`src/hw/rtl/pulse_height_histogram_macros.svh`:
```
// ----------------------------------------------------------------------------
// Pulse height histogram assertion macros
// Shared concurrent assertion forms, clocked on i_clk and off during reset.
// ----------------------------------------------------------------------------
`ifndef PULSE_HEIGHT_HISTOGRAM_MACROS_SVH
`define PULSE_HEIGHT_HISTOGRAM_MACROS_SVH

`ifndef NO_ASSERTIONS

`define PHH_ASSERT_SAME(lbl, ante, cons) \
    lbl: assert property (@(posedge i_clk) disable iff (!i_rst_n) (ante) |-> (cons)) \
        else $error("pulse height histogram: same-cycle check failed");

`define PHH_ASSERT_NEXT(lbl, ante, cons) \
    lbl: assert property (@(posedge i_clk) disable iff (!i_rst_n) (ante) |=> (cons)) \
        else $error("pulse height histogram: next-cycle check failed");

`else

`define PHH_ASSERT_SAME(lbl, ante, cons)

`define PHH_ASSERT_NEXT(lbl, ante, cons)

`endif

`endif

```
`src/hw/rtl/phh_fifo.sv`:
```
// ----------------------------------------------------------------------------
// Pulse height histogram queue
// Small first-in first-out buffer that decouples two handshake sides.
// ----------------------------------------------------------------------------
`timescale 1ns / 1ps

module phh_fifo #(
    parameter int WIDTH = 1,
    parameter int DEPTH = 2
) (
    input  logic             i_clk,
    input  logic             i_rst_n,
    input  logic             i_push,
    input  logic [WIDTH-1:0] i_wr_data,
    output logic             o_full,
    input  logic             i_pop,
    output logic [WIDTH-1:0] o_rd_data,
    output logic             o_empty
);

    localparam int PW = (DEPTH > 1) ? $clog2(DEPTH) : 1;
    localparam int CW = $clog2(DEPTH + 1);

    logic [WIDTH-1:0] r_mem [DEPTH];
    logic [PW-1:0]    r_wr_ptr, n_wr_ptr;
    logic [PW-1:0]    r_rd_ptr, n_rd_ptr;
    logic [CW-1:0]    r_count, n_count;
    logic             do_push, do_pop;

    assign o_full    = (r_count == CW'(DEPTH));
    assign o_empty   = (r_count == '0);
    assign do_push   = i_push && !o_full;
    assign do_pop    = i_pop && !o_empty;
    assign o_rd_data = r_mem[r_rd_ptr];

    always_comb begin
        n_wr_ptr = (r_wr_ptr == PW'(DEPTH - 1)) ? '0 : r_wr_ptr + 1'b1;
        n_rd_ptr = (r_rd_ptr == PW'(DEPTH - 1)) ? '0 : r_rd_ptr + 1'b1;
        case ({do_push, do_pop})
            2'b10: begin
                n_count = r_count + 1'b1;
            end
            2'b01: begin
                n_count = r_count - 1'b1;
            end
            default: begin
                n_count = r_count;
            end
        endcase
    end

    always_ff @(posedge i_clk) begin
        if (!i_rst_n) begin
            r_wr_ptr <= '0;
            r_rd_ptr <= '0;
            r_count  <= '0;
        end else begin
            if (do_push) begin
                r_wr_ptr <= n_wr_ptr;
            end
            if (do_pop) begin
                r_rd_ptr <= n_rd_ptr;
            end
            r_count <= n_count;
        end
    end

    always_ff @(posedge i_clk) begin
        if (do_push) begin
            r_mem[r_wr_ptr] <= i_wr_data;
        end
    end

endmodule

```
`config.mk`:
```
export PLATFORM = sky130hd
export DESIGN_NAME = phh_fifo
export DESIGN_NICKNAME = d
export VERILOG_FILES = /design/src/hw/rtl/pulse_height_histogram_macros.svh /design/src/hw/rtl/phh_fifo.sv
export SDC_FILE = /design/constraint.sdc
export NUM_CORES = 1
export LEC_CHECK = 0
export ABC_AREA = 1
export BUFFER_PORTS_ARGS = -buffer_cell sky130_fd_sc_hd__clkbuf_2
export CELL_PAD_IN_SITES_DETAIL_PLACEMENT = 2
export CELL_PAD_IN_SITES_GLOBAL_PLACEMENT = 2
export CORE_MARGIN = 4
export CORE_UTILIZATION = 23
export DETAILED_ROUTE_END_ITERATION = 10
export PLACE_DENSITY_LB_ADDON = 0.1
export SKIP_CTS_REPAIR_TIMING = 1
export SYNTH_ARGS = -nofsm -noshare
export SYNTH_HDL_FRONTEND = slang
export SYNTH_SLANG_ARGS = --single-unit
```
`constraint.sdc`:
```
create_clock -name i_clk -period 1.2 [get_ports i_clk]
set_clock_uncertainty 0.05 [all_clocks]
set_input_delay 0.12 -clock i_clk [delete_from_list [all_inputs] [get_ports i_clk]]
set_output_delay 0.12 -clock i_clk [all_outputs]
set_load 0.02 [all_outputs]
```
Word-level counts from Yosys, hierarchy flattened
Memory sizes are Yosys's and may differ from the RTL's. A register that Yosys moved wholly into a read port is not among the register bits.
Cells that the tools add are included.

word-level totals
  bits in registers = 4
  output and inout port bits = 3
  memories = 1
  bits in writable memories = 2

memory list
  name   words  bits a word  rd ports  clocked after Yosys merged registers in  wr ports  line            source
  r_mem  2      1            1         1                                        1         phh_fifo.sv:24  logic [WIDTH-1:0] r_mem [DEPTH];

operators by class
  reductions and logical operators = 6
  $add $sub $neg = 4
  muxes and demuxes = 7
  equal/unequal tests = 3

operators with widths
  kind                                                                 count
  1-bit two-way mux                                                    6
  2-bit == test (second input constant)                                2
  2-bit case mux with 2 select lines                                   1
  1-bit adder (second input constant)                                  2
  2-bit by 1-bit adder with 2-bit output (second input constant)       1
  2-bit by 1-bit == test with 1-bit output (second input constant)     1
  1-bit logical AND                                                    2
  1-bit logical NOT                                                    2
  2-bit logical NOT                                                    1
  2-bit nonzero test                                                   1
  2-bit by 1-bit subtractor with 2-bit output (second input constant)  1

Depth between registers and ports, before layout
Gate-level depths: netlist of run 1.

  depth after elaboration = 5
  depth in mapped cells = 10
  depth with buffers taken out = 10

Worst setup path after synthesis of run 1
No wires, ideal clock.

  path type = reg2reg
  start = reg r_count[1]
  end = reg r_count[1]
  setup slack = -222 ps
  cell stages (with the launch flop) = 11
  data required time = 1,086 ps
  data arrival time = 1,308 ps
  path buffers = 0
  cell sequence = dfxtp_1 inv_1 nor2_2 nor2_2 inv_1 ha_1 inv_1 nand2_1 nor2_1 nor2_1 nor2_1

between the ends
  longest elaborated chain between the ends = 5
  elaborated cells between the ends (all ways) = 12

ends and longest elaborated chain
  what                                                                       line            source
  from (decl)                                                                phh_fifo.sv:27  logic [CW-1:0] r_count, n_count;
  from (signal assigned)                                                     phh_fifo.sv:64  r_count <= n_count;
  2-bit == test *                                                            phh_fifo.sv:30  assign o_full = (r_count == CW'(DEPTH));
  via o_full                                                                 phh_fifo.sv:15  output logic o_full,
  1-bit logical NOT *                                                        phh_fifo.sv:32  assign do_push = i_push && !o_full;
  1-bit logical AND *                                                        phh_fifo.sv:32
  2-bit by 1-bit == test with 1-bit output or 2-bit == test (tied branches)  phh_fifo.sv:39  case ({do_push, do_pop})
  2-bit case mux with 2 select lines or 2-bit nonzero test (tied branches)   --

Mark *: on every way through the listed nets, which the timed path passes. The rest lies on a longest branch.
A chain may end at the register's enable or synchronous reset.

Worst setup path in the final report of run 1
  start = reg r_count[1]
  end = reg r_count[1]

between the ends
  longest elaborated chain between the ends = 5
  elaborated cells between the ends (all ways) = 12

ends and longest elaborated chain
  what                                                                       line
  2-bit == test or 2-bit logical NOT (tied branches)                         phh_fifo.sv:30, phh_fifo.sv:31
  1-bit logical NOT (on tied branches)                                       phh_fifo.sv:32, phh_fifo.sv:33
  1-bit logical AND (on tied branches)                                       phh_fifo.sv:32, phh_fifo.sv:33
  2-bit by 1-bit == test with 1-bit output or 2-bit == test (tied branches)  phh_fifo.sv:39
  2-bit case mux with 2 select lines or 2-bit nonzero test (tied branches)   --

Parallel ways exist; a longest one is shown, timed or not.

==> flow_summary_export.csv, run 1 <==
group,metric,value,unit
pwr,power_density,2060,nW/um2
timing,finalHoldViolCount,0,
grt,grt_use_met3,0.0820,
worst_setup_path,r2r_setup_slack,-0.09,ns
worst_setup_path,critPathMaxFanout,3,
timing,fmax,775,MHz
cts,insertion_delay,0.25,ns
grt,grt-busiest-layer,"met2",
synth,synthMostInstantiatedCell,"nor2_1",
drt,viasPerCell,4.25,
status,violations,"negative setup slack",
min_path,hold_depth,3,
pwr,cellLeakagePower,0.247,nW
synth,ys_dominant_reg_cell,"dfxtp_1",
timing,setup_viol,4,
timing,setup_tns,-0.115,ns
grt,grt_pass1_wl,1.39,mm
drt,drtAntennaViolNets,0,
cts,clk_pin_slew_worst_paths,0.05,ns
synth,synth_top_area_frac,0.299,
synth,async_flop_share,0,
synth,synth.cell_area,335,um2
worst_setup_path,rr_worst_depth,10,
min_path,holdPathEnd,"r_count[1]",
grt,use_met2,0.176,
drt,dr.first_iter.drc_count,0,
grt,grt_max_degree,5,
worst_setup_path,arrival,1.39,ns
cts,htree_num_levels,1,
placed_design,gp_congestion,0.798,
cts,cts.sinks,7,
pwr,pwr-share-comb,0.469,
synth,synth_edf_count,2,
pwr,ir_worst_vdd,0.757,mV
drt,drc,0,
drt,dr.pass1.iters,1,
placed_design,io_buffers,7,
pwr,clockPowerShare,0.206,
worst_setup_path,r2r_start,"r_count[1]",
die,pin_count,8,
grt,grt_use_met1,0.0829,
pwr,sw_frac_of_total,0.378,
worst_setup_path,crit_path_start_kind,"flip-flop",
grt,gr-total-overflow,0,
cts,cts_tree,"built",
timing,setup_ws,-0.0903,ns
status,status,"complete, but fails checks",
run,maxCapViolations,0,
final_layout,post_route_cells_drive_above_1_share,0.550,
timing,drv_slew,0,
synth,syn_inst,43,
pwr,p_sw,404,uW
die,core,1330,um2
grt,grt_pass1_vias,341,
worst_setup_path,crit_type,"reg -> reg",
grt,grt_use_total,0.103,
worst_setup_path,worstPathRequired,1.30,ns
pwr,internal_power,665,uW
die,rows,13,
die,start_util,0.251,
cts,root_buffer,"clkbuf_4",
synth,ys_top_cells_by_area,"dfxtp_1, edfxtp_1, nor2_1",
worst_setup_path,worst_setup_path_end_kind,"flip-flop",
die,dieWidth,46.2,um
drt,vias,319,
timing,holdWs,0.0836,ns
timing,fin_crit_sh,1.08,
cts,clock_path_buffers,2,
pwr,p_seq_frac,0.325,
synth,yosysTopAreaCell,"dfxtp_1",
worst_setup_path,reg2reg_to,"r_count[1]",
final_layout,nets,67,
timing,relSlewSlack,0.913,
synth,ys_seq_area_frac,0.478,
synth,syn_area_per_cell,7.80,um2
synth,synthDistinctLibCells,15,
drt,wl_per_cell,11.3,um
min_path,holdCritPathClass,"in -> reg",
synth,syn_nets,49,
placed_design,detailedPlacementHpwl,694,um
drt,detail_route.wirelength,844,um
timing,grt_setup_unrepaired,"true",
synth,synth-seq-cells,7,
min_path,hp-start,"i_rst_n",
synth,yosysWarnings,0,
grt,antenna_found_initial,0,
cts,cts-buffers-inserted,3,
die,dieHeight,46.2,um
final_layout,diodes,0,
timing,min_period,1.29,ns
final_layout,area_delta_synth_final,54.5,%
synth,synth_common_cells,"nor2_1, inv_1, nand2_1",
die,dieArea,2130,um2
timing,tightest_slew,0.129,ns
## placed cells by master, fill, tap and decap left out
cell           synthesis  layout
a21oi_1                1       1
ha_4                   0       1
inv_4                  0       2
nor2_4                 1       3
nor2_2                 3       2
buf_4                  0       6
inv_2                  2       3
clkbuf_1               0       1
dfxtp_2                0       2
nand3_1                1       1
nand2_4                0       1
edfxtp_1               2       2
buf_6                  0       1
mux2_2                 1       1
nor2_1                 9       8
nand4_1                1       1
dlygate4sd3_1          0       1
o21ai_0                1       1
clkbuf_4               0       3
inv_1                  7       4
nand2_2                1       2
nand2_1                7       5
dfxtp_4                0       1
clkbuf_2               0       5
dfxtp_1                5       2
## worst max path at each step
stage	cells after the start	to	startpoint
detailed placement	10	r_count[1]	r_count[0]
global route	10	r_count[1]	r_count[1]
CTS	10	r_count[1]	r_count[0]
floorplan	10	r_count[1]	r_count[0]
global placement	10	r_count[1]	r_count[0]
finish	10	r_count[1]	r_count[1]
## metal layers
metal  vias to the layer above  routed length [um]
li1                        165                   -
met1                       144                 312
met2                         7                 456
met3                         3                  65
met4                         0                  10
met5                         -                   0
## critical path, cell delays in order (launching register included)
cell and delay (ns):
dfxtp_2 0.33, inv_4 0.07, nor2_4 0.04, nor2_4 0.10
inv_2 0.05, ha_4 0.27, inv_2 0.04, nand2_2 0.05
nor2_2 0.03, nor2_1 0.10, nor2_1 0.04
## final cells by class
cell class | instances | area (um2)
Timing Repair Buffer | 13 | 91.3
Multi-Input combinational cell | 27 | 176
Sequential cell | 7 | 166
Fill cell | 157 | 816
Clock buffer | 4 | 26.3
Tap cell | 15 | 18.8
Inverter | 9 | 38.8
## power by group through the flow
stage	combinational (mW)	sequential, mW	clock (mW)
CTS	0.438	0.342	0.237
floorplan	0.289	0.341	0
global placement	0.411	0.343	0
global route	0.559	0.356	0.247
detailed placement	0.437	0.346	0
finish	0.501	0.348	0.220
## kinds of logic (layout without fill, tap and decap cells)
logic type | Yosys count | count (layout) | synth area share
and+or+nand+nor | 23 | 23 | 0.321
buffers and inverters | 9 | 26 | 0.101
DFF | 7 | 7 | 0.478
AOI/OAI and AO/OA | 2 | 2 | 0.0298
adders and majority gates | 1 | 1 | 0.0373
muxes | 1 | 1 | 0.0336
## through the flow
| step | instance area [um2] | cells | setup slack (ns) | util | power (mW) |
|---|---|---|---|---|---|
| 6_report | 518 | 75 | -0.0903 | 0.388 | 1.07 |
| 4_1_cts | 463 | 72 | -0.165 | 0.347 | 1.02 |
| 5_1_grt | 518 | 75 | -0.174 | 0.388 | 1.16 |
| 3_3_place_gp | 437 | 68 | -0.110 | 0.327 | 0.754 |
| 2_1_floorplan | 360 | 43 | -0.0774 | - | 0.630 |
| 3_5_place_dp | 437 | 68 | -0.153 | 0.327 | 0.783 |
Power figures use the tool's default switching activity.
==> inputs of run 2 (changes only) <==
- ABC_AREA: 1 -> 0
- CORE_AREA: not set -> 4 4 41 43
- CORE_MARGIN: 4 -> not set
- CORE_UTILIZATION: 23 -> not set
- DIE_AREA: not set -> 0 0 45 47
==> run 2 against run 1 <==
The run still ends with negative setup slack left. Sequential cell count did not move. Synthesized cell count fell by 33%. Cell count fell by 19%. Register-to-register slack got worse by 0.17 ns. Area after synthesis fell by 8.2%. Global-route usage rose by 0.28 points. Critical endpoint unchanged.
==> flow_summary_export.csv, run 2 <==
group,metric,value,unit
timing,setup_viol,5,
pwr,total_power,1.44,mW
timing,finalHoldViolCount,0,
synth,async_flop_share,0,
drt,drc,0,
cts,cts.sinks,7,
drt,dr.pass1.iters,1,
grt,grt_max_degree,6,
worst_setup_path,path_cells,"o21a_1, ha_4, xnor2_2, o21ai_0, a21boi_2",
die,start_util,0.237,
placed_design,gp_congestion,0.671,
grt,grt_pass1_vias,309,
placed_design,detailedPlacementHpwl,715,um
synth,ys_dominant_reg_cell,"dfxtp_1",
timing,grt_setup_unrepaired,"true",
pwr,cellLeakagePower,0.225,nW
grt,antenna_found_initial,0,
worst_setup_path,worstPathRequired,1.27,ns
drt,drtAntennaViolNets,0,
synth,synth-seq-cells,7,
timing,fmax,685,MHz
run,maxCapViolations,0,
synth,synthMostInstantiatedCell,"dfxtp_1",
synth,syn_inst,29,
die,core,1300,um2
timing,drv_slew,0,
final_layout,diodes,0,
timing,min_period,1.46,ns
cts,cts-buffers-inserted,3,
cts,cts_tree,"built",
synth,yosysWarnings,0,
worst_setup_path,crit_path_start_kind,"flip-flop",
timing,setup_ws,-0.259,ns
placed_design,io_buffers,7,
synth,synth.cell_area,308,um2
synth,synthDistinctLibCells,17,
drt,wl_per_cell,16.7,um
cts,clock_path_buffers,2,
synth,ys_seq_area_frac,0.520,
cts,htree_num_levels,1,
die,dieArea,2120,um2
timing,holdWs,0.0111,ns
cts,root_buffer,"clkbuf_4",
synth,syn_nets,35,
cts,insertion_delay,0.25,ns
min_path,holdCritPathClass,"in -> reg",
worst_setup_path,worst_setup_path_end_kind,"flip-flop",
synth,ys_top_cells_by_area,"dfxtp_1, edfxtp_1, xnor2_1",
worst_setup_path,path_buf_inv,0,
cts,clk_pin_slew_worst_paths,0.06,ns
final_layout,layout_common_cells,"buf_4, clkbuf_2, xnor2_2, dfxtp_1, clkbuf_4",
die,pin_count,8,
final_layout,post_route_cells_drive_above_1_share,0.674,
synth,yosysTopAreaCell,"dfxtp_1",
timing,tightest_slew,0.357,ns
status,violations,"negative setup slack",
placed_design,placed_area,403,um2
synth,syn_area_per_cell,10.6,um2
drt,dr.first_iter.drc_count,0,
drt,detail_route.wirelength,1.02,mm
grt,gr-total-overflow,0,
worst_setup_path,cpLargestDelayFamily,"compound AO/OA/AOI/OAI gates",
grt,grt_use_total,0.106,
worst_setup_path,critPathMaxFanout,3,
pwr,ir_worst_vdd,0.976,mV
synth,synth_edf_count,2,
worst_setup_path,cp_slowest_cell,"dfxtp_2",
final_layout,nets,53,
final_layout,area_delta_synth_final,66.3,%
synth,synth_common_cells,"dfxtp_1, xnor2_1",
placed_design,post-place-ws,-0.304,ns
worst_setup_path,crit_type,"reg -> reg",
worst_setup_path,slowest_delay,0.33,ns
die,dieWidth,45,um
status,status,"complete, but fails checks",
drt,vias,276,
worst_setup_path,arrival,1.53,ns
die,rows,13,
final_layout,final_area,512,um2
timing,relSlewSlack,0.760,
pwr,power_density,2820,nW/um2
synth,synth_top_area_frac,0.325,
die,dieHeight,47,um
final_layout,final_util,0.393,
timing,fin_crit_sh,1.22,
grt,grt_pass1_wl,1.41,mm
drt,viasPerCell,4.52,
final_layout,final_common_cell,"buf_4",
[run 2: cell type report]
class | count | area [um2]
sequential | 7 | 163
fill | 151 | 790
inverter | 3 | 11.3
tap | 15 | 18.8
timing repair buffer | 13 | 95.1
clock buffer | 4 | 26.3
multi-input combinational | 19 | 198
[run 2: kinds of logic (layout without fill, tap and decap cells)]
kind of cell / Yosys count / after routing / synth area share
simple gates: 9 / 9 / 0.175
flops: 7 / 7 / 0.520
compound gates: 5 / 5 / 0.106
xor+xnor: 3 / 3 / 0.0854
buf+inv: 3 / 20 / 0.0366
fa+ha+maj: 1 / 1 / 0.0406
mux: 1 / 1 / 0.0366
[run 2: worst paths after layout]
path | endpoint | cells after the start | from | slack [ns]
worst max register to register | r_count[1] | 5 | r_count[0] | -0.26
worst min-delay path | r_mem[0] | 1 | i_wr_data | 0.01
worst min register to register | r_wr_ptr | 2 | r_wr_ptr | 0.49
worst max-delay path | r_count[1] | 5 | r_count[0] | -0.26
[run 2: metrics by stage]
| step | std cells | TNS, ns |
|---|---|---|
| floorplan | 29 | -0.321 |
| global placement | 56 | -0.366 |
| detailed placement | 56 | -0.570 |
| CTS | 60 | -0.904 |
| global route | 61 | -1.17 |
| finish | 61 | -0.779 |
[run 2: metal layers]
| metal | up-vias | track usage | wire (um) |
|---|---|---|---|
| li1 | 132 | - | - |
| met1 | 138 | 0.0691 | 336 |
| met2 | 6 | 0.232 | 631 |
| met3 | 0 | 0.0690 | 47 |
| met4 | 0 | 0.0175 | 0 |
| met5 | - | 0 | 0 |
[run 2: where the power goes]
group          switching [mW]  internal (mW)
Combinational           0.363          0.470
Sequential             0.0626          0.330
Clock                  0.0885          0.127
Total                   0.514          0.927
