===== src/hw/rtl/pulse_height_histogram_macros.svh =====
// ----------------------------------------------------------------------------
// Pulse height histogram assertion macros
// Shared concurrent assertion forms, clocked on i_clk and off during reset.
// ----------------------------------------------------------------------------
`ifndef PULSE_HEIGHT_HISTOGRAM_MACROS_SVH
`define PULSE_HEIGHT_HISTOGRAM_MACROS_SVH

`ifndef NO_ASSERTIONS

`define PHH_ASSERT_SAME(lbl, ante, cons) \
    lbl: assert property (@(posedge i_clk) disable iff (!i_rst_n) (ante) |-> (cons)) \
        else $error("pulse height histogram: same-cycle check failed");

`define PHH_ASSERT_NEXT(lbl, ante, cons) \
    lbl: assert property (@(posedge i_clk) disable iff (!i_rst_n) (ante) |=> (cons)) \
        else $error("pulse height histogram: next-cycle check failed");

`else

`define PHH_ASSERT_SAME(lbl, ante, cons)

`define PHH_ASSERT_NEXT(lbl, ante, cons)

`endif

`endif


===== src/hw/rtl/phh_pkg.sv =====
// ----------------------------------------------------------------------------
// Pulse height histogram package
// Widths, codes, defaults and the item types passed between the parts.
// ----------------------------------------------------------------------------
`timescale 1ns / 1ps

package phh_pkg;

    localparam int AMP_W    = 12;
    localparam int BIN_W    = 12;
    localparam int SAMPLE_W = 12;
    localparam int COUNT_W  = 16;
    localparam int RES_W    = 2;

    localparam int DEFAULT_HEADER_WORDS = 0;
    localparam int DEFAULT_MAX_BINS     = 4096;
    localparam int QUEUE_DEPTH          = 2;

    localparam logic [COUNT_W-1:0] COUNT_MAX = 16'hFFFF;

    localparam logic [RES_W-1:0] RES_1024 = 2'd0;
    localparam logic [RES_W-1:0] RES_2048 = 2'd1;
    localparam logic [RES_W-1:0] RES_4096 = 2'd2;

    typedef enum logic [1:0] {
        BK_CLEAR,
        BK_IDLE,
        BK_UPDATE
    } t_back_state;

    typedef struct packed {
        logic                counted;
        logic [BIN_W-1:0]    bin;
        logic [SAMPLE_W-1:0] temperature;
        logic [SAMPLE_W-1:0] voltage;
    } t_cmd;

    typedef struct packed {
        logic [BIN_W-1:0]    bin_index;
        logic [COUNT_W-1:0]  bin_count;
        logic                bin_saturated;
        logic [SAMPLE_W-1:0] held_temperature;
        logic [SAMPLE_W-1:0] held_voltage;
    } t_result;

endpackage


===== src/hw/rtl/phh_front.sv =====
// ----------------------------------------------------------------------------
// Pulse height histogram front end
// Accepts items, maps the amplitude to a bin and tracks the held samples.
// ----------------------------------------------------------------------------
`timescale 1ns / 1ps

module phh_front
    import phh_pkg::*;
#(
    parameter int MAX_BINS = DEFAULT_MAX_BINS
) (
    input  logic                i_clk,
    input  logic                i_rst_n,
    input  logic                i_cfg_valid,
    output logic                o_cfg_ready,
    input  logic [RES_W-1:0]    i_cfg_data,
    input  logic                i_push,
    output logic                o_full,
    input  logic [AMP_W-1:0]    i_pulse_amplitude,
    input  logic [SAMPLE_W-1:0] i_temperature_sample,
    input  logic [SAMPLE_W-1:0] i_voltage_sample,
    input  logic                i_capture_request,
    input  logic                i_clearing,
    input  logic                i_cmd_full,
    output logic                o_cmd_push,
    output t_cmd                o_cmd
);

    logic [RES_W-1:0]    r_bin_resolution;
    logic [SAMPLE_W-1:0] r_temperature, n_temperature;
    logic [SAMPLE_W-1:0] r_voltage, n_voltage;
    logic [BIN_W-1:0]    raw_bin;
    logic                counted;
    logic                accept;

    assign o_cfg_ready = 1'b1;
    assign o_full      = i_clearing || i_cmd_full;
    assign accept      = i_push && !o_full;
    assign o_cmd_push  = accept;

    always_comb begin
        counted = 1'b1;
        case (r_bin_resolution)
            RES_1024: begin
                raw_bin = {2'b00, i_pulse_amplitude[AMP_W-1:2]};
            end
            RES_2048: begin
                raw_bin = {1'b0, i_pulse_amplitude[AMP_W-1:1]};
            end
            RES_4096: begin
                raw_bin = i_pulse_amplitude;
            end
            default: begin
                raw_bin = '0;
                counted = 1'b0;
            end
        endcase

        n_temperature = i_capture_request ? i_temperature_sample : r_temperature;
        n_voltage     = i_capture_request ? i_voltage_sample : r_voltage;

        o_cmd.counted     = counted;
        o_cmd.bin         = ({1'b0, raw_bin} >= (BIN_W + 1)'(MAX_BINS))
                            ? BIN_W'(MAX_BINS - 1) : raw_bin;
        o_cmd.temperature = n_temperature;
        o_cmd.voltage     = n_voltage;
    end

    always_ff @(posedge i_clk) begin
        if (!i_rst_n) begin
            r_bin_resolution <= RES_1024;
            r_temperature    <= '0;
            r_voltage        <= '0;
        end else begin
            if (i_cfg_valid) begin
                r_bin_resolution <= i_cfg_data;
            end
            if (accept) begin
                r_temperature <= n_temperature;
                r_voltage     <= n_voltage;
            end
        end
    end

endmodule


===== config.mk =====
export PLATFORM = sky130hd
export DESIGN_NAME = phh_front
export DESIGN_NICKNAME = d
export VERILOG_FILES = /design/src/hw/rtl/pulse_height_histogram_macros.svh /design/src/hw/rtl/phh_pkg.sv /design/src/hw/rtl/phh_front.sv
export SDC_FILE = /design/constraint.sdc
export NUM_CORES = 1
export LEC_CHECK = 0
export BUFFER_PORTS_ARGS = -buffer_cell sky130_fd_sc_hd__buf_2
export CAP_MARGIN = 15
export CORE_MARGIN = 8
export CORE_UTILIZATION = 24
export DETAILED_ROUTE_END_ITERATION = 7
export GPL_ROUTABILITY_DRIVEN = 0
export SLEW_MARGIN = 10
export SYNTH_ARGS = -nofsm -noshare
export SYNTH_HDL_FRONTEND = slang
export SYNTH_SLANG_ARGS = --single-unit

===== constraint.sdc =====
create_clock -name i_clk -period 1.2 [get_ports i_clk]
set_input_delay 0.06 -clock i_clk [delete_from_list [all_inputs] [get_ports i_clk]]
set_output_delay 0.06 -clock i_clk [all_outputs]
set_load 0.02 [all_outputs]

### Word-level counts from Yosys, hierarchy flattened

Cells that the tools add are included.

| word-level totals | value |
|---|---|
| word-level logic and storage cells | 14 |
| output and inout bits | 40 |
| bits in registers | 26 |

| cells by class | value |
|---|---|
| equal/unequal tests | 2 |
| reductions and logical operators | 5 |
| multiplexer cells | 4 |

Operator list:

| kind | number |
|---|---|
| case mux 12 bit (3 select lines) | 1 |
| 2-to-1 mux 12 bit | 2 |
| OR reduction 3 bit | 1 |
| == test 2 x 1 -> 1 bit, second input constant | 1 |
| == test 2 bit, second input constant | 1 |
| zero test 2 bit | 1 |
| logical AND 1 bit | 1 |
| zero test 1 bit | 1 |
| logical OR 1 bit | 1 |
| 2-to-1 mux 1 bit | 1 |

### Depth between registers and ports, before layout

Gate-level depths: netlist of run 1.

| logic depth | value |
|---|---|
| word-level depth | 3 |
| mapped depth | 5 |
| gate-level depth less buffers | 2 |

### Least setup slack after synthesis of run 1

Ideal clock, no wire load.

| timing path | value |
|---|---|
| kind | register -> output |
| start | register r_bin_resolution[0] |
| end | output o_cmd[26] in the netlist's numbering |
| path slack | -50 ps |
| stages on the path, launching flop included | 5 |
| arrival | 1190 ps |
| buffers on the path | 2 |
| required time | 1140 ps |
| cells stage by stage | dfxtp_1 buf_2 buf_4 mux2i_1 o21ai_0 |

RTL lines:

| what | RTL line | RTL |
|---|---|---|
| from (decl) | phh_front.sv:29 | `logic [RES_W-1:0] r_bin_resolution;` |
| from (signal assigned) | phh_front.sv:76 | `r_bin_resolution <= i_cfg_data;` |
| to (decl) | phh_front.sv:26 | `output t_cmd o_cmd` |

==> flow_summary_export.csv, run 1 <==
group,metric,value,unit
outcome,outcome,"complete, but fails checks",
outcome,failed_checks,"negative setup slack",
die,die_area,0.00957,mm²
logic_synthesis,synth_common_cells,"mux2i_1 (36), dfxtp_1 (26), nand2_1 (26), inv_1 (24), o22ai_1 (14)",
routing,firstDrtPassIters,4,
timing,period_needed,1310,ps
timing,grt_setup_unrepaired,"yes",
clocking,cts_root_buffer,"clkbuf_8",
logic_synthesis,synth_flop_cell,"dfxtp_1",
clocking,cts_buffers,3,
cells_and_area,fill_cells,698,
clocking,h-tree-depth,1,
grt,grt_first_pass_wirelength,7310,µm
logic_synthesis,synth.cell_area,0.00161,mm²
logic_synthesis,ys_seq_area_frac,0.324,
grt,grt_max_degree,27,
cells_and_area,final_area,0.00224,mm²
grt,grt_pass1_vias,1567,
cells_and_area,num_antenna_cells,0,
job,maxCapViolCount,0,
logic_synthesis,ys_async_sr_fraction,0,
power,p_comb_frac,0.298,
logic_synthesis,syn_area_per_cell,8.83,µm²
placement,io_buffers,83,
critical_path,path_max_fanout,6,
routing,wl_per_cell,12.9,µm
logic_synthesis,ys_types,19,
logic_synthesis,synth-simple-area-share,0.143,
timing,hold_viol_final,0,
logic_synthesis,ys_warn_count,0,
logic_synthesis,synth.mux.area_fraction,0.224,
logic_synthesis,synth_xor_area_frac,0,
clocking,cts_buffer_depth,2,
power,total_power,0.00210,W
placement,post_dp_cell_area,0.00210,mm²
die,fp.dieH,97.8,µm
die,die_w,97.8,µm
timing,finClkSkew,0,ps
logic_synthesis,synth_compound_area_frac,0.171,
routing,drc,0,
logic_synthesis,synth_top_family_by_area,"multiplexers",
logic_synthesis,yosys.area.top_type,"dfxtp_1",
logic_synthesis,syn_nets,227,
power,sw_frac_of_total,0.306,
critical_path,path_class,"reg2out",
logic_synthesis,syn_inst,182,
die,start_util,0.242,
grt,antenna_found_initial,0,
power,peakVddDrop,0.532,mV
grt,grt_usage,0.0889,
routing,drtIter0Drc,46,
logic_synthesis,synthTopCellsByArea,"dfxtp_1 (32%), mux2i_1 (22%), o22ai_2 (7.8%), nand2_1 (6.1%), inv_1 (5.6%)",
placement,hpwl,3260,µm
die,ios,85,
power,p_clk_frac,0.273,
routing,vias,1520,
logic_synthesis,ys_seq_elements,26,
die,row_count,30,
power,intPower,0.00146,W
routing,ant_nets,0,
routing,drt_wl_total,4390,µm
worst_hold_path,min_path_type,"in2reg",
critical_path,cp.required,1140,ps
critical_path,cp.arrival,1250,ps
cells_and_area,syn_to_final_growth,39.3,%
cells_and_area,drive_gt1_frac,0.427,
logic_synthesis,yosysMostFrequentCell,"mux2i_1",
clocking,clock_latency,260,ps
timing,fin_crit_sh,1.09,
clocking,cts_tree,"built",
cells_and_area,fin_cells,340,
logic_synthesis,synth_top_area_frac,0.324,
critical_path,endpoint_kind,"output port",
critical_path,critPathLaunchType,"register",
timing,layout_setup_ws,-109,ps
power,p_leak,1.15,nW
die,core,0.00664,mm²
logic_synthesis,synth_edf_count,0,
timing,clock.fmax,764,MHz
placement,dp.cells,334,
clocking,clk_pin_slew,90,ps
power,power_switching,0.000641,W
routing,viasPerCell,4.47,
clocking,clock-sinks,26,
power,power.density,936,mW/mm²
clocking,cts_setup_buffers,0,
power,seq_power_share,0.429,
cells_and_area,final_nets,306,
critical_path,r2r_cells,3,
timing,finalSetupViolCount,12,
timing,maxSlewViolCount,0,
logic_synthesis,synthAdderAreaFrac,0,
worst_hold_path,whs_path_depth,3,
grt,overflow,0,
==> cell usage in the layout, fill, tap and decap left out <==
master     count
nor2b_4        1
inv_1         24
nand2_1       26
o2bb2ai_1      2
dfxtp_2        1
nand4bb_1      1
conb_1         1
buf_4          9
buf_6          1
clkbuf_8       4
and3b_1        1
o22ai_2       10
o21ai_1        8
o21ai_0        1
mux2i_1       36
buf_2         76
or2_2          1
nand3b_1       9
dfxtp_4        1
dfxtp_1       24
o22ai_1       14
nor3b_4        1
nor2b_1        2
clkbuf_16      1
buf_12         4
buf_16         1
==> cell families (layout without fill, tap and decap cells) <==
group           Yosys count  count (layout)
other cells               1               1
mux                      36              36
simple gates             42              42
flops                    26              26
compound gates           35              35
buf+inv                  42             120
==> worst max-delay path, stage by stage (launching register included) <==
cell and delay, ps:
dfxtp_4 410, clkbuf_16 160, mux2i_1 180, o2bb2ai_1 80, buf_4 160
==> flip-flops by register name (all words and copies together), names as in the netlist <==
signal and count:
r_temperature 12, r_voltage 12, r_bin_resolution 2
==> repair_timing <==
item,4_1_cts,5_1_grt
cloned,1,1
setup endpoints to repair,12,12
pin swaps,1,3
hold buffers,0,0
resized for setup,11,4
hold endpoints to repair,0,0
==> layer usage <==
| metal | global-route usage | up-vias | part of all wire |
|---|---|---|---|
| li1 | - | 779 | - |
| met1 | 0.103 | 686 | 0.44 |
| met2 | 0.156 | 53 | 0.49 |
| met3 | 0.0327 | 2 | 0.068 |
| met4 | 0.0108 | 0 | 0.0034 |
| met5 | 0 | - | 0 |
==> stage by stage <==
| stage | utilization | worst slack [ps] | hold slack (ps) | TNS [ps] |
|---|---|---|---|---|
| after CTS | 0.331 | -111 | 59.8 | -1140 |
| after global routing | 0.337 | -182 | 75.1 | -1910 |
| after global placement | 0.316 | 218 | 332 | 0 |
| after floorplan | - | 64.2 | 222 | 0 |
| final | 0.337 | -109 | 64.2 | -1020 |
| after detailed placement | 0.316 | 162 | 350 | 0 |
==> cell type report <==
cell class	instances	area [µm²]	share of cell area
Multi-Input combinational cell	114	876	0.391
Timing Repair Buffer	92	592	0.264
Sequential cell	26	526	0.235
Inverter	24	90.1	0.0402
Tap cell	80	100	0.0447
Clock buffer	4	55.1	0.0246
==> path summary, 6_finish.rpt <==
kind	to	slack [ps]	startpoint
hold / removal	r_bin_resolution[0]$_SDFFE_PN0P_	60	i_cfg_data[0]
hold reg to reg	r_temperature[10]$_SDFFE_PN0P_	470	r_temperature[10]$_SDFFE_PN0P_
setup reg to reg	r_bin_resolution[0]$_SDFFE_PN0P_	390	r_bin_resolution[0]$_SDFFE_PN0P_
setup / recovery	o_cmd[25]	-110	r_bin_resolution[0]$_SDFFE_PN0P_
==> power groups by stage <==
stage          sequential (W)  clock [W]  combinational, W
2_1_floorplan        0.000913          0          0.000377
3_3_place_gp         0.000916          0          0.000590
3_5_place_dp         0.000916          0          0.000596
4_1_cts              0.000899   0.000619          0.000618
5_1_grt              0.000903   0.000643          0.000678
6_report             0.000900   0.000571          0.000625
No activity file was read; power rests on OpenSTA's default activity.
==> run 2, diff against run 1 <==
--- a/config.mk
+++ b/config.mk
@@ -5,9 +5,10 @@
 export SDC_FILE = /design/constraint.sdc
 export NUM_CORES = 1
 export LEC_CHECK = 0
+export ABC_AREA = 1
 export BUFFER_PORTS_ARGS = -buffer_cell sky130_fd_sc_hd__buf_2
 export CAP_MARGIN = 15
-export CORE_MARGIN = 8
+export CORE_MARGIN = 1
 export CORE_UTILIZATION = 24
 export DETAILED_ROUTE_END_ITERATION = 7
 export GPL_ROUTABILITY_DRIVEN = 0
==> flow_summary_export.csv, run 2 <==
group,metric,value,unit
outcome,outcome,"complete, but fails checks",
outcome,failed_checks,"negative setup slack",
logic_synthesis,synth_flop_cell,"dfxtp_1",
cells_and_area,final_nets,466,
clocking,clock-sinks,26,
die,ios,85,
job,maxCapViolCount,0,
clocking,cts_root_buffer,"clkbuf_8",
routing,drtIter0Drc,37,
timing,grt_setup_unrepaired,"yes",
power,peakVddDrop,0.305,mV
logic_synthesis,synth_top_area_frac,0.309,
clocking,holdBufCountCts,0,
routing,firstDrtPassIters,4,
die,die_w,88.6,µm
cells_and_area,final_common_cell,"nand2_1",
die,core,0.00725,mm²
timing,clock.fmax,778,MHz
critical_path,critPathLaunchType,"register",
logic_synthesis,syn_inst,342,
timing,finClkSkew,0,ps
critical_path,path_class,"reg2out",
critical_path,cp.required,1140,ps
grt,grt_first_pass_wirelength,6810,µm
timing,fin_crit_sh,1.07,
logic_synthesis,synth_edf_count,0,
grt,grt_pass1_vias,1658,
grt,grt_max_degree,50,
logic_synthesis,synth_common_cells,"nand2_1 (148), inv_1 (84), nor2_1 (49), dfxtp_1 (26), buf_2 (6)",
routing,drt_wl_total,4100,µm
critical_path,path_buf_inv,3,
timing,layout_setup_ws,-84.7,ps
cells_and_area,mostFrequentLayoutCells,"nand2_1 (146), inv_1 (80), buf_2 (74), nor2_1 (49), dfxtp_1 (24)",
grt,antenna_found_initial,0,
critical_path,cp.arrival,1220,ps
critical_path,endpoint_kind,"output port",
clocking,clock_latency,260,ps
routing,drc,0,
grt,grt_usage,0.109,
logic_synthesis,ys_types,19,
routing,vias,1980,
clocking,clk_pin_slew,80,ps
logic_synthesis,ys_seq_elements,26,
die,die_area,0.00785,mm²
clocking,cts_buffers,3,
logic_synthesis,ys_seq_area_frac,0.289,
cells_and_area,drive_gt1_frac,0.248,
critical_path,critical_path.slowest_cell,"dfxtp_4",
logic_synthesis,syn_area_per_cell,5.26,µm²
die,start_util,0.248,
cells_and_area,num_antenna_cells,0,
cells_and_area,ff_latch_area,528,µm²
logic_synthesis,ys_async_sr_fraction,0,
clocking,h-tree-depth,1,
worst_hold_path,min_path_type,"in2reg",
logic_synthesis,synthTopCellsByArea,"nand2_1 (31%), dfxtp_1 (29%), inv_1 (18%), nor2_1 (10%), buf_6 (2.5%)",
placement,place_ws,72.7,ps
critical_path,crit_chain,"inv_4 -> nand2_4 -> buf_6 -> o211ai_1 -> buf_4",
cells_and_area,reg_top3,"r_temperature (12), r_voltage (12), r_bin_resolution (2)",
cells_and_area,fill_cells,848,
logic_synthesis,ys_warn_count,0,
critical_path,path_max_fanout,5,
timing,period_needed,1280,ps
clocking,cts_tree,"built",
cells_and_area,syn_to_final_growth,33.1,%
timing,hold_viol_final,0,
power,power.density,913,mW/mm²
clocking,cts_buffer_depth,2,
grt,overflow,0,
logic_synthesis,synth.cell_area,0.00180,mm²
routing,ant_nets,0,
routing,wl_per_cell,7.91,µm
logic_synthesis,yosys.area.top_type,"nand2_1",
power,p_leak,1.48,nW
timing,finalSetupViolCount,12,
routing,viasPerCell,3.82,
die,fp.dieH,88.6,µm
timing,maxSlewViolCount,0,
critical_path,cpPeakStageDelay,390,ps
placement,io_buffers,83,
logic_synthesis,syn_nets,387,
logic_synthesis,yosysMostFrequentCell,"nand2_1",
critical_path,critPathTopFamily,"flip-flops",
cells_and_area,multi_input_area,882,µm²
timing,hold_ws,72.7,ps
die,row_count,31,
placement,hpwl,2910,µm
-- run 2: cell types whose count changed after synthesis, moves of 9 or more --
cell / change
o22ai_1: -13
nand2_1: +122
nor2_1: +49
nand3b_1: -9
mux2i_1: -36
o22ai_2: -10
inv_1: +60
-- run 2: per-stage QoR --
stage               utilization  total power, W  TNS (ps)  cells  cell area, µm²
floorplan                     -         0.00145         0    342            1800
global route              0.331         0.00238     -1500    518            2400
finish                    0.331         0.00219      -375    518            2400
detailed placement        0.314         0.00168         0    513            2280
CTS                       0.327         0.00223      -801    517            2370
global placement          0.314         0.00167         0    513            2280
-- run 2: routing by layer --
layer | up-vias | wire length, µm | track usage
li1 | 1115 | - | -
met1 | 808 | 1940 | 0.128
met2 | 55 | 1930 | 0.200
met3 | 2 | 186 | 0.0243
met4 | 0 | 41 | 0.0264
met5 | - | 0 | 0
-- run 2: final timing paths --
check | startpoint | to | slack, ps | cells after the start
worst max-delay path | r_bin_resolution[0]$_SDFFE_PN0P_ | o_cmd[26] | -80 | 5
worst min-delay path | i_cfg_valid | r_bin_resolution[0]$_SDFFE_PN0P_ | 70 | 3
worst max register to register | r_bin_resolution[0]$_SDFFE_PN0P_ | r_bin_resolution[0]$_SDFFE_PN0P_ | 430 | 3
worst min register to register | r_temperature[8]$_SDFFE_PN0P_ | r_temperature[8]$_SDFFE_PN0P_ | 490 | 2
-- run 2: kinds of logic (layout without fill, tap and decap cells) --
| kind of cell | Yosys count | after routing | share of synthesized area |
|---|---|---|---|
| AOI/OAI and AO/OA | 10 | 10 | 0.0354 |
| buffers and inverters | 100 | 176 | 0.236 |
| DFF | 26 | 26 | 0.289 |
| other | 1 | 1 | 0.00208 |
| and+or+nand+nor | 205 | 206 | 0.438 |
-- run 2: power by group --
group	internal, W	total, W	switching (W)	leakage (nW)
logic	0.000297	0.000762	0.000466	1.24
clock network	0.000225	0.000487	0.000262	0.0216
registers	0.000908	0.000939	0.0000317	0.214
-- run 2: layout make-up --
cell class | count | share of cell area
Timing Repair Buffer | 88 | 0.207
Inverter | 85 | 0.136
Sequential cell | 26 | 0.220
Clock buffer | 3 | 0.0172
Tap cell | 99 | 0.0517
Multi-Input combinational cell | 217 | 0.368
-- run 2: timing repair --
action | CTS | global route
setup endpoints to repair | 12 | 12
endpoints found under the hold margin | 0 | 0
gates cloned | 0 | 1
buffers inserted | 1 | 0
resized for setup | 20 | 7
pin swaps | 1 | 2
-- run 2: tightest hold or removal path, delay by kind of cell --
kind	cells	cell delay (ps)
compound gates	1	110
buf+inv	2	130
==> run 3, diff against run 2 <==
--- a/config.mk
+++ b/config.mk
@@ -16,3 +16,4 @@
 export SYNTH_ARGS = -nofsm -noshare
 export SYNTH_HDL_FRONTEND = slang
 export SYNTH_SLANG_ARGS = --single-unit
+export TNS_END_PERCENT = 10
==> flow_summary_export.csv, run 3 (synthesized netlist as in run 2, its figures left out) <==
group,metric,value,unit
grt,antenna_found_initial,0,
cells_and_area,fill_cells,848,
cells_and_area,syn_to_final_growth,33.1,%
clocking,clock_latency,260,ps
routing,drt_wl_total,4100,µm
grt,grt_first_pass_wirelength,6810,µm
cells_and_area,final_area,0.00240,mm²
timing,clock.fmax,778,MHz
power,p_leak,1.48,nW
die,die_area,0.00785,mm²
die,fp.dieH,88.6,µm
clocking,clk_pin_slew,80,ps
routing,firstDrtPassIters,4,
timing,finalSetupViolCount,12,
clocking,holdBufCountCts,0,
critical_path,r2r_end,"r_bin_resolution[0]$_SDFFE_PN0P_",
worst_hold_path,hold_start,"i_cfg_valid",
outcome,failed_checks,"negative setup slack",
clocking,cts_tree,"built",
grt,grt_max_degree,50,
die,core,0.00725,mm²
cells_and_area,num_antenna_cells,0,
routing,drc,0,
timing,grt_setup_unrepaired,"yes",
cells_and_area,fin_cells,518,
routing,ant_nets,0,
clocking,h-tree-depth,1,
cells_and_area,final_nets,466,
die,ios,85,
cells_and_area,multi_input_area,882,µm²
worst_hold_path,whs_path_depth,3,
die,die_w,88.6,µm
timing,hold_viol_final,0,
critical_path,ff2ff_setup_slack,430,ps
routing,vias,1986,
critical_path,endpoint_kind,"output port",
clocking,cts_buffer_depth,2,
grt,grt_pass1_vias,1658,
cells_and_area,final_common_cell,"nand2_1",
routing,wl_per_cell,7.91,µm
clocking,clock-sinks,26,
clocking,cts_root_buffer,"clkbuf_8",
cells_and_area,mostFrequentLayoutCells,"nand2_1 (146), inv_1 (80), buf_2 (74), nor2_1 (49), dfxtp_1 (24)",
cells_and_area,reg_top3,"r_temperature (12), r_voltage (12), r_bin_resolution (2)",
routing,drtIter0Drc,37,
critical_path,r2r_cells,3,
clocking,cts_buffers,3,
critical_path,critPathLaunchType,"register",
critical_path,r2r-start,"r_bin_resolution[0]$_SDFFE_PN0P_",
placement,post_dp_cell_area,0.00228,mm²
timing,finClkSkew,0,ps
timing,fin_crit_sh,1.07,
placement,dp.cells,513,
die,row_count,31,
critical_path,path_max_fanout,5,
cells_and_area,final_util,0.331,
outcome,outcome,"complete, but fails checks",
worst_hold_path,hold_end,"r_bin_resolution[0]$_SDFFE_PN0P_",
placement,hpwl,2910,µm
worst_hold_path,min_path_type,"in2reg",
power,power.density,913,mW/mm²
timing,layout_setup_ws,-84.9,ps
critical_path,cp.required,1140,ps
critical_path,path_class,"reg2out",
timing,period_needed,1280,ps
cells_and_area,drive_gt1_frac,0.248,
job,maxCapViolCount,0,
critical_path,cp.arrival,1220,ps
timing,maxSlewViolCount,0,
grt,grt_usage,0.109,
cells_and_area,ff_latch_area,528,µm²
power,peakVddDrop,0.305,mV
routing,viasPerCell,3.83,
die,start_util,0.248,
grt,overflow,0,
placement,io_buffers,83,
## run 3: cell counts in the layout (fill, tap and decap cells not counted)
Identical to the previous run, type by type.
## run 3: area by class of cell
| cell class | count | area share |
|---|---|---|
| multi-input combinational | 217 | 0.368 |
| sequential | 26 | 0.220 |
| timing repair buffer | 88 | 0.207 |
| inverter | 85 | 0.136 |
| tap | 99 | 0.0517 |
| clock buffer | 3 | 0.0172 |
## run 3: per-layer routing
metal,wire length [µm],GRT usage,vias up
met5,0,0,-
met1,1960,0.128,816
met3,173,0.0243,2
met2,1930,0.200,53
li1,-,-,1115
met4,41,0.0264,0
## run 3: critical path, cell delays in order (launching register included)
cell and delay, ps:
dfxtp_4 390, inv_4 70, nand2_4 50, buf_6 120
o211ai_1 170, buf_4 170
## run 3: timing repair
item | CTS | global route
resized for setup | 19 | 8
gates cloned | 0 | 1
setup buffers | 1 | 0
pin swaps | 3 | 2
setup endpoints to repair | 12 | 12
## run 3: how the worst max path moves through the flow
stage	startpoint	end	slack, ps	cells past startpoint
finish	r_bin_resolution[0]$_SDFFE_PN0P_	o_cmd[26]	-80	5
global route	r_bin_resolution[0]$_SDFFE_PN0P_	o_cmd[26]	-150	5
detailed placement	r_bin_resolution[1]$_SDFFE_PN0P_	o_cmd[26]	70	6
CTS	r_bin_resolution[0]$_SDFFE_PN0P_	o_cmd[26]	-100	5
global placement	r_bin_resolution[1]$_SDFFE_PN0P_	o_cmd[26]	110	6
floorplan	r_bin_resolution[0]$_SDFFE_PN0P_	o_cmd[25]	240	5
## run 3: power by group
group | internal (W) | switching [W] | total, W
clock | 0.000225 | 0.000262 | 0.000487
sequential | 0.000908 | 0.0000317 | 0.000939
combinational | 0.000297 | 0.000466 | 0.000763
## run 3: through the flow
stage / hold slack, ps / setup WS [ps] / TNS, ps / power [W]
after floorplan: 236 / 236 / 0 / 0.00145
after global placement: 345 / 109 / 0 / 0.00167
after detailed placement: 344 / 72.7 / 0 / 0.00168
after CTS: 58.2 / -102 / -804 / 0.00222
after global routing: 81.0 / -151 / -1500 / 0.00238
final: 72.7 / -84.9 / -423 / 0.00219
